## config.mk

```make
export PLATFORM = sky130hd
export DESIGN_NAME = crc32c_byte_string_hash
export DESIGN_NICKNAME = d
export VERILOG_FILES = /design/src/design/c32h_pkg.sv /design/src/design/crc32c_byte_string_hash.sv /design/src/design/c32h_front.sv /design/src/design/c32h_queue.sv /design/src/design/c32h_back.sv
export SDC_FILE = /design/constraint.sdc
export NUM_CORES = 2
export LEC_CHECK = 0
export BUFFER_PORTS_ARGS = -buffer_cell sky130_fd_sc_hd__buf_2
export CAP_MARGIN = 20
export CORE_MARGIN = 2
export CORE_UTILIZATION = 60
export DETAILED_ROUTE_END_ITERATION = 6
export PLACE_DENSITY = 0.9
export SETUP_SLACK_MARGIN = 0.15
export SKIP_LAST_GASP = 1
export SYNTH_ARGS = -nofsm -noshare
export SYNTH_HDL_FRONTEND = slang
export SYNTH_SLANG_ARGS = --single-unit
```

## constraint.sdc

```tcl
create_clock -name clk -period 15.55 [get_ports clk]
set_clock_uncertainty 0.05 [all_clocks]
set_input_delay 0 -clock clk [delete_from_list [all_inputs] [get_ports clk]]
set_output_delay 0 -clock clk [all_outputs]
set_load 0.1 [all_outputs]
```

## src/design/c32h_pkg.sv

```systemverilog
package c32h_pkg;

  // reflected castagnoli polynomial and finishing multiplier
  localparam logic [31:0] CRC_POLY    = 32'h82F63B78;
  localparam logic [31:0] FINISH_MULT = 32'h805204f3;

  // byte length counter saturates at this value
  localparam logic [32:0] LEN_CAP    = 33'h1_0000_0000;
  localparam logic [2:0]  BYTES_FULL = 3'd4;

  // finished message handed from front to back
  typedef struct packed {
    logic [31:0] crc;
    logic [31:0] len_low;
    logic        too_long;
  } job_t;

  // fold of a single set bit through 32 shift steps (constant per bit)
  function automatic logic [31:0] fold_col(input int unsigned b);
    logic [31:0] c;
    c = 32'h1 << b;
    for (int k = 0; k < 32; k++) begin
      c = c[0] ? ((c >> 1) ^ CRC_POLY) : (c >> 1);
    end
    return c;
  endfunction

  // 32-bit crc fold as a linear xor map: sum of constant columns
  function automatic logic [31:0] crc_fold32(input logic [31:0] x);
    logic [31:0] r;
    r = '0;
    for (int i = 0; i < 32; i++) begin
      if (x[i]) r = r ^ fold_col(i);
    end
    return r;
  endfunction

endpackage

```

## src/design/crc32c_byte_string_hash.sv

```systemverilog
// throughput: one beat per cycle unless the queue is full;
// the front crc fold and length count run each cycle
// results wait in a short queue and a four-stage back pipeline (fold, fold, multiply, mix)
// reset: synchronous, active high; clears crc, length, seed, queue and all valid bits
module crc32c_byte_string_hash #(
  parameter int unsigned QUEUE_DEPTH = 2
) (
  input  logic        clk,
  input  logic        rst,
  input  logic        in_valid,
  output logic        in_ready,
  input  logic        first_word,
  input  logic [31:0] seed,
  input  logic [31:0] data_word,
  input  logic [2:0]  byte_count,
  input  logic        last_word,
  output logic        out_valid,
  input  logic        out_ready,
  output logic [31:0] hash_value,
  output logic        too_long
);

  logic           push, q_full, pop, q_valid;
  c32h_pkg::job_t push_job, pop_job;

  c32h_front u_front (
    .clk        (clk),
    .rst        (rst),
    .in_valid   (in_valid),
    .in_ready   (in_ready),
    .first_word (first_word),
    .seed       (seed),
    .data_word  (data_word),
    .byte_count (byte_count),
    .last_word  (last_word),
    .push       (push),
    .push_job   (push_job),
    .q_full     (q_full)
  );

  c32h_queue #(.DEPTH(QUEUE_DEPTH)) u_queue (
    .clk      (clk),
    .rst      (rst),
    .push     (push),
    .push_job (push_job),
    .full     (q_full),
    .pop      (pop),
    .q_valid  (q_valid),
    .pop_job  (pop_job)
  );

  c32h_back u_back (
    .clk        (clk),
    .rst        (rst),
    .q_valid    (q_valid),
    .pop_job    (pop_job),
    .pop        (pop),
    .out_valid  (out_valid),
    .out_ready  (out_ready),
    .hash_value (hash_value),
    .too_long   (too_long)
  );

endmodule

```

## src/design/c32h_front.sv

```systemverilog
module c32h_front (
  input  logic              clk,
  input  logic              rst,
  input  logic              in_valid,
  output logic              in_ready,
  input  logic              first_word,
  input  logic [31:0]       seed,
  input  logic [31:0]       data_word,
  input  logic [2:0]        byte_count,
  input  logic              last_word,
  output logic              push,
  output c32h_pkg::job_t    push_job,
  input  logic              q_full
);

  logic [31:0] running_crc, running_crc_next;
  logic [32:0] message_length, message_length_next;
  logic [31:0] saved_seed, saved_seed_next;

  logic        accept;
  logic [31:0] base_crc, base_seed, keep, masked, fold_in, folded;
  logic [32:0] base_len, len_sat;
  logic [33:0] len_sum;
  logic [2:0]  cnt;
  logic        too;

  assign in_ready = !q_full;
  assign accept   = in_valid && in_ready;

  // start of message takes the seed, otherwise carry on
  always_comb begin
    base_crc  = first_word ? seed  : running_crc;
    base_seed = first_word ? seed  : saved_seed;
    base_len  = first_word ? '0    : message_length;
  end

  // byte count of this beat and zero padding of a partial last word
  always_comb begin
    if (!last_word) begin
      cnt = c32h_pkg::BYTES_FULL;
    end else if (byte_count > c32h_pkg::BYTES_FULL) begin
      cnt = c32h_pkg::BYTES_FULL;
    end else begin
      cnt = byte_count;
    end
    unique case (cnt)
      3'd0:    keep = 32'h0000_0000;
      3'd1:    keep = 32'h0000_00FF;
      3'd2:    keep = 32'h0000_FFFF;
      3'd3:    keep = 32'h00FF_FFFF;
      default: keep = 32'hFFFF_FFFF;
    endcase
    masked  = data_word & keep;
    fold_in = base_crc ^ masked;
    folded  = (cnt == 3'd0) ? base_crc : c32h_pkg::crc_fold32(fold_in);
  end

  // saturating length
  always_comb begin
    len_sum = {1'b0, base_len} + 34'(cnt);
    len_sat = (len_sum > {1'b0, c32h_pkg::LEN_CAP}) ? c32h_pkg::LEN_CAP : len_sum[32:0];
    too     = len_sat[32];
  end

  // job for the back end
  always_comb begin
    push              = accept && last_word;
    push_job.too_long = too;
    push_job.crc      = too ? base_seed : folded;
    push_job.len_low  = too ? 32'h0 : len_sat[31:0];
  end

  // next state: cleared after a last beat
  always_comb begin
    running_crc_next    = running_crc;
    message_length_next = message_length;
    saved_seed_next     = saved_seed;
    if (accept) begin
      if (last_word) begin
        running_crc_next    = '0;
        message_length_next = '0;
        saved_seed_next     = '0;
      end else begin
        running_crc_next    = folded;
        message_length_next = len_sat;
        saved_seed_next     = base_seed;
      end
    end
  end

  always_ff @(posedge clk) begin
    if (rst) begin
      running_crc    <= '0;
      message_length <= '0;
      saved_seed     <= '0;
    end else begin
      running_crc    <= running_crc_next;
      message_length <= message_length_next;
      saved_seed     <= saved_seed_next;
    end
  end

  // state returns to zero after a message ends
  a_clear_after_last: assert property (@(posedge clk) disable iff (rst)
    accept && last_word |=> message_length == '0 && running_crc == '0)
    else $error("front state not cleared after last beat");

  // length never passes the cap
  a_len_capped: assert property (@(posedge clk) disable iff (rst)
    message_length <= c32h_pkg::LEN_CAP)
    else $error("message length above cap");

endmodule

```

## src/design/c32h_queue.sv

```systemverilog
module c32h_queue #(
  parameter int unsigned DEPTH = 2
) (
  input  logic           clk,
  input  logic           rst,
  input  logic           push,
  input  c32h_pkg::job_t push_job,
  output logic           full,
  input  logic           pop,
  output logic           q_valid,
  output c32h_pkg::job_t pop_job
);

  localparam int unsigned PTR_W = (DEPTH > 1) ? $clog2(DEPTH) : 1;
  localparam int unsigned CNT_W = $clog2(DEPTH + 1);
  localparam logic [PTR_W-1:0] PTR_LAST = PTR_W'(DEPTH - 1);
  localparam logic [CNT_W-1:0] CNT_FULL = CNT_W'(DEPTH);

  c32h_pkg::job_t    mem [DEPTH];
  logic [PTR_W-1:0]  wr_ptr, rd_ptr;
  logic [CNT_W-1:0]  count;
  logic              do_push, do_pop;

  assign full     = (count == CNT_FULL);
  assign q_valid  = (count != '0);
  assign pop_job  = mem[rd_ptr];
  assign do_push  = push && !full;
  assign do_pop   = pop && q_valid;

  // storage
  always_ff @(posedge clk) begin
    if (do_push) mem[wr_ptr] <= push_job;
  end

  // pointers and fill count
  always_ff @(posedge clk) begin
    if (rst) begin
      wr_ptr <= '0;
      rd_ptr <= '0;
      count  <= '0;
    end else begin
      if (do_push) wr_ptr <= (wr_ptr == PTR_LAST) ? '0 : wr_ptr + 1'b1;
      if (do_pop)  rd_ptr <= (rd_ptr == PTR_LAST) ? '0 : rd_ptr + 1'b1;
      unique case ({do_push, do_pop})
        2'b10:   count <= count + 1'b1;
        2'b01:   count <= count - 1'b1;
        default: count <= count;
      endcase
    end
  end

  a_no_push_full: assert property (@(posedge clk) disable iff (rst)
    !(push && full))
    else $error("push into full queue");

  a_count_range: assert property (@(posedge clk) disable iff (rst)
    count <= CNT_FULL)
    else $error("queue count out of range");

endmodule

```

## src/design/c32h_back.sv

```systemverilog
module c32h_back (
  input  logic           clk,
  input  logic           rst,
  input  logic           q_valid,
  input  c32h_pkg::job_t pop_job,
  output logic           pop,
  output logic           out_valid,
  input  logic           out_ready,
  output logic [31:0]    hash_value,
  output logic           too_long
);

  logic        s1_v, s2_v, s3_v;
  logic [31:0] s1_crc, s2_crc, s3_prod;
  logic        s1_too, s2_too, s3_too;
  logic        out_free, s3_free, s2_free, s1_free;

  // stall chain from the output back
  always_comb begin
    out_free = !out_valid || out_ready;
    s3_free  = !s3_v || out_free;
    s2_free  = !s2_v || s3_free;
    s1_free  = !s1_v || s2_free;
    pop      = q_valid && s1_free;
  end

  // valid bits
  always_ff @(posedge clk) begin
    if (rst) begin
      s1_v      <= 1'b0;
      s2_v      <= 1'b0;
      s3_v      <= 1'b0;
      out_valid <= 1'b0;
    end else begin
      if (s1_free)  s1_v      <= q_valid;
      if (s2_free)  s2_v      <= s1_v;
      if (s3_free)  s3_v      <= s2_v;
      if (out_free) out_valid <= s3_v;
    end
  end

  // fold over length low word, then over the zero high word,
  // multiply, and mix the top half down
  always_ff @(posedge clk) begin
    if (s1_free) begin
      s1_crc <= c32h_pkg::crc_fold32(pop_job.crc ^ pop_job.len_low);
      s1_too <= pop_job.too_long;
    end
    if (s2_free) begin
      s2_crc <= c32h_pkg::crc_fold32(s1_crc);
      s2_too <= s1_too;
    end
    if (s3_free) begin
      s3_prod <= s2_crc * c32h_pkg::FINISH_MULT;
      s3_too  <= s2_too;
    end
    if (out_free) begin
      hash_value <= s3_prod ^ (s3_prod >> 16);
      too_long   <= s3_too;
    end
  end

  a_pop_when_free: assert property (@(posedge clk) disable iff (rst)
    pop |=> s1_v)
    else $error("popped beat not held in first stage");

endmodule

```

==> flow_summary.json <==
{
  "status": "completed",
  "cts.clk_slew.worst_paths_ps": 70,
  "rr_endpoint": "u_back.s3_prod[31]",
  "synth-seq-cells": 368,
  "route.detailed.drc": 0,
  "synth_xor_xnor_area_share_pct": 28.4,
  "clkSinkCount": 368,
  "initial_utilization_pct": 60.6,
  "setup_viol": 0,
  "hold_viol": 0,
  "crit_path_end": "u_back.s3_prod[31]",
  "ys.flop_type": "edfxtp_1",
  "synth_cell_types": 86,
  "rr_worst_depth": 20,
  "critical_path_class": "flip-flop to flip-flop",
  "slew_violations": 0,
  "grt_pass1_wl_um": 125000,
  "antenna_found_initial": 0,
  "dp_cells": 3511,
  "fin_crit_ps": 6800,
  "htree_levels": 2,
  "dieWidth_um": 229,
  "portBuffers": 107,
  "cts_tree": "built",
  "syn_area_per_cell_sq_um": 10.8,
  "worst_pin_slew_ps": 1100,
  "drive_gt1_share_pct": 10.2,
  "insertion_delay_ps": 600,
  "fp-row-count": 82,
  "max_slew_margin_pct": 26.4,
  "die_h_um": 229,
  "area_delta_synth_final_pct": 9.91,
  "end_kind": "flip-flop",
  "cts_root_buf": "clkbuf_16",
  "vias_per_cell": 5.74,
  "gr-usage-all-layers_pct": 31.0,
  "grt_overflow": 0,
  "start_kind": "flip-flop",
  "cts.repair.resized": 0,
  "drv_cap": 0,
  "vias": 20800,
  "startpoint": "u_back.s2_crc[14]",
  "nets": 3332,
  "ys_seq_area_share_pct": 32.9,
  "cts_buffers": 42,
  "finalCritPeriodShare_pct": 43.8,
  "fin_setup_tns_ps": 0,
  "antenna_cells": 0,
  "path_max_fanout": 8,
  "drt_pre_antenna_iters": 6,
  "wl_per_cell_um": 22.1,
  "drt_wl_total_um": 80300,
  "gp_congestion": 0.988,
  "detail-route-antenna-nets": 0,
  "synth_top_family_by_area": "XOR/XNOR gates",
  "synth.cell_area_sq_um": 30400,
  "cts_setup_buffers": 0,
  "final_common_cell": "xnor2_1",
  "synthArstFlopShare_pct": 0,
  "cts.path.max_buffers": 3,
  "syn_inst": 2809,
  "synth_compound_area_share_pct": 7.08,
  "die_area_sq_um": 52400,
  "hp-class": "input port to flip-flop",
  "cp.required_ps": 15830,
  "core_area_sq_um": 50100,
  "rsz0062_at_grt": "false",
  "reg2reg_from": "u_back.s2_crc[14]",
  "drt-initial-drc-count": 1847,
  "grt_max_degree": 66,
  "max_freq_mhz": 147,
  "synthMuxAreaShare_pct": 2.40,
  "dp_hpwl_um": 61400,
  "synth-simple-area-share_pct": 6.62,
  "synth_edf_count": 262,
  "cp.arrival_ps": 7080,
  "r2r_setup_slack_ps": 8750,
  "syn-num-nets": 3220,
  "stdcell_count": 3627,
  "post_synth_fa_ha_maj_area_fraction_pct": 17.5,
  "grt_pass1_vias": 21900,
  "num_io_pins": 108,
  "final_cell_mix": "xnor2_1, inv_1, edfxtp_1",
  "synth_warnings": 0
}
## final cells by class
| cell class | count | area (sq um) |
|---|---|---|
| Timing Repair Buffer | 167 | 1100 |
| Fill cell | 3739 | 16700 |
| Multi-Input combinational cell | 2055 | 18900 |
| Inverter | 287 | 1080 |
| Clock buffer | 45 | 1060 |
| Tap cell | 672 | 841 |
| Sequential cell | 368 | 9990 |
| Clock inverter | 33 | 402 |
## through the flow
stage          utilization, %  hold slack, ps  setup slack (ps)  area, sq um
2_1_floorplan               -             111              9430        30400
3_3_place_gp             62.9             215              8910        31500
3_5_place_dp             63.0             223              8840        31500
4_1_cts                  66.6             127              8800        33400
5_1_grt                  66.6             175              8410        33400
6_report                 66.6             168              8750        33400
## metal layers
layer  up-vias  global-route usage (%)  wire [um]
met5         -                       0          0
met4         0                    17.4       5140
met3       260                    4.32       4670
met2       891                    54.8      40700
met1     10100                    36.2      29800
li1       9529                       -          -
## registers in the layout, summed over array words and instances (netlist names), 32 cells and up, named ones only
register / flops
u_back.hash_value: 32
u_front.message_length: 33
u_back.s1_crc: 32
u_front.running_crc: 32
u_front.saved_seed: 32
u_queue.mem: 130
u_back.s2_crc: 32
u_back.s3_prod: 32
## logic make-up after synthesis
kind of cell	after synthesis
xor gates and xnor gates	913
and+or+nand+nor	420
buffers and inverters	386
DFF	368
adders and majority gates	338
AOI/OAI and AO/OA	318
muxes	66
## Yosys cell counts, types with 6 or more instances
cell type  count  area, sq um
a211oi_1       9         67.6
a21boi_0       8         60.1
a21boi_1      15          113
a21o_1        10         75.1
a21oi_1       77          385
a22o_1        33          289
a22oi_1       36          270
a31oi_1        7         43.8
and2_1        10         62.6
and3_1        10         62.6
buf_1         13         48.8
buf_2         16         80.1
buf_4          6         45.0
clkbuf_1      59          221
dfxtp_1      106         2120
edfxtp_1     262         7870
fa_1         146         2920
ha_1         192         2400
inv_1        287         1080
mux2_2        20          225
mux2i_1       36          360
nand2_1      111          417
nand2b_1      12         75.1
nand3_1       19         95.1
nand4_1       19          119
nor2_1       144          541
nor2b_1       21          131
nor3_1        22          110
nor4_1        12         75.1
o211ai_1       6         45.0
o21a_1        12         90.1
o21ai_0       49          245
o21ai_1        8         40.0
o31ai_1       10         75.1
or3_1          9         56.3
xnor2_1      649         5680
xnor2_2       35          569
xnor2_4        6          165
xnor3_1       10          225
xor2_1       201         1760
xor2_2         9          146
## timing repair
item	in CTS	in global routing
hold buffers	38	0
hold endpoints to repair	121	0
endpoints found under the setup margin	0	0
## worst min-delay path by stage
| stage | slack (ps) | end | startpoint | depth (start not counted) |
|---|---|---|---|---|
| final | 170 | u_front.saved_seed[4] | seed[4] | 4 |
| after global routing | 180 | u_front.saved_seed[4] | seed[4] | 4 |
| after CTS | 130 | u_front.message_length[1] | byte_count[1] | 5 |
| after detailed placement | 220 | u_front.saved_seed[2] | seed[2] | 3 |
| after global placement | 220 | u_front.saved_seed[1] | seed[1] | 3 |
| after floorplan | 110 | u_front.saved_seed[21] | seed[21] | 2 |
## worst max-delay path: stages, from the launching register on
cell	delay (ps)
edfxtp_1	620
fa_1	500
ha_1	310
ha_1	300
fa_1	450
ha_1	310
fa_1	510
fa_1	490
inv_1	50
fa_1	480
inv_1	40
ha_1	350
a21o_1	230
a21o_1	190
a21oi_1	300
o21ai_0	190
o31ai_1	290
a21oi_1	230
a221o_1	370
a21oi_1	230
xnor2_1	100
Power is left out: the tool's default activity adds up to more than one toggle a clock period on the data nets, which glitch-free logic cannot reach.
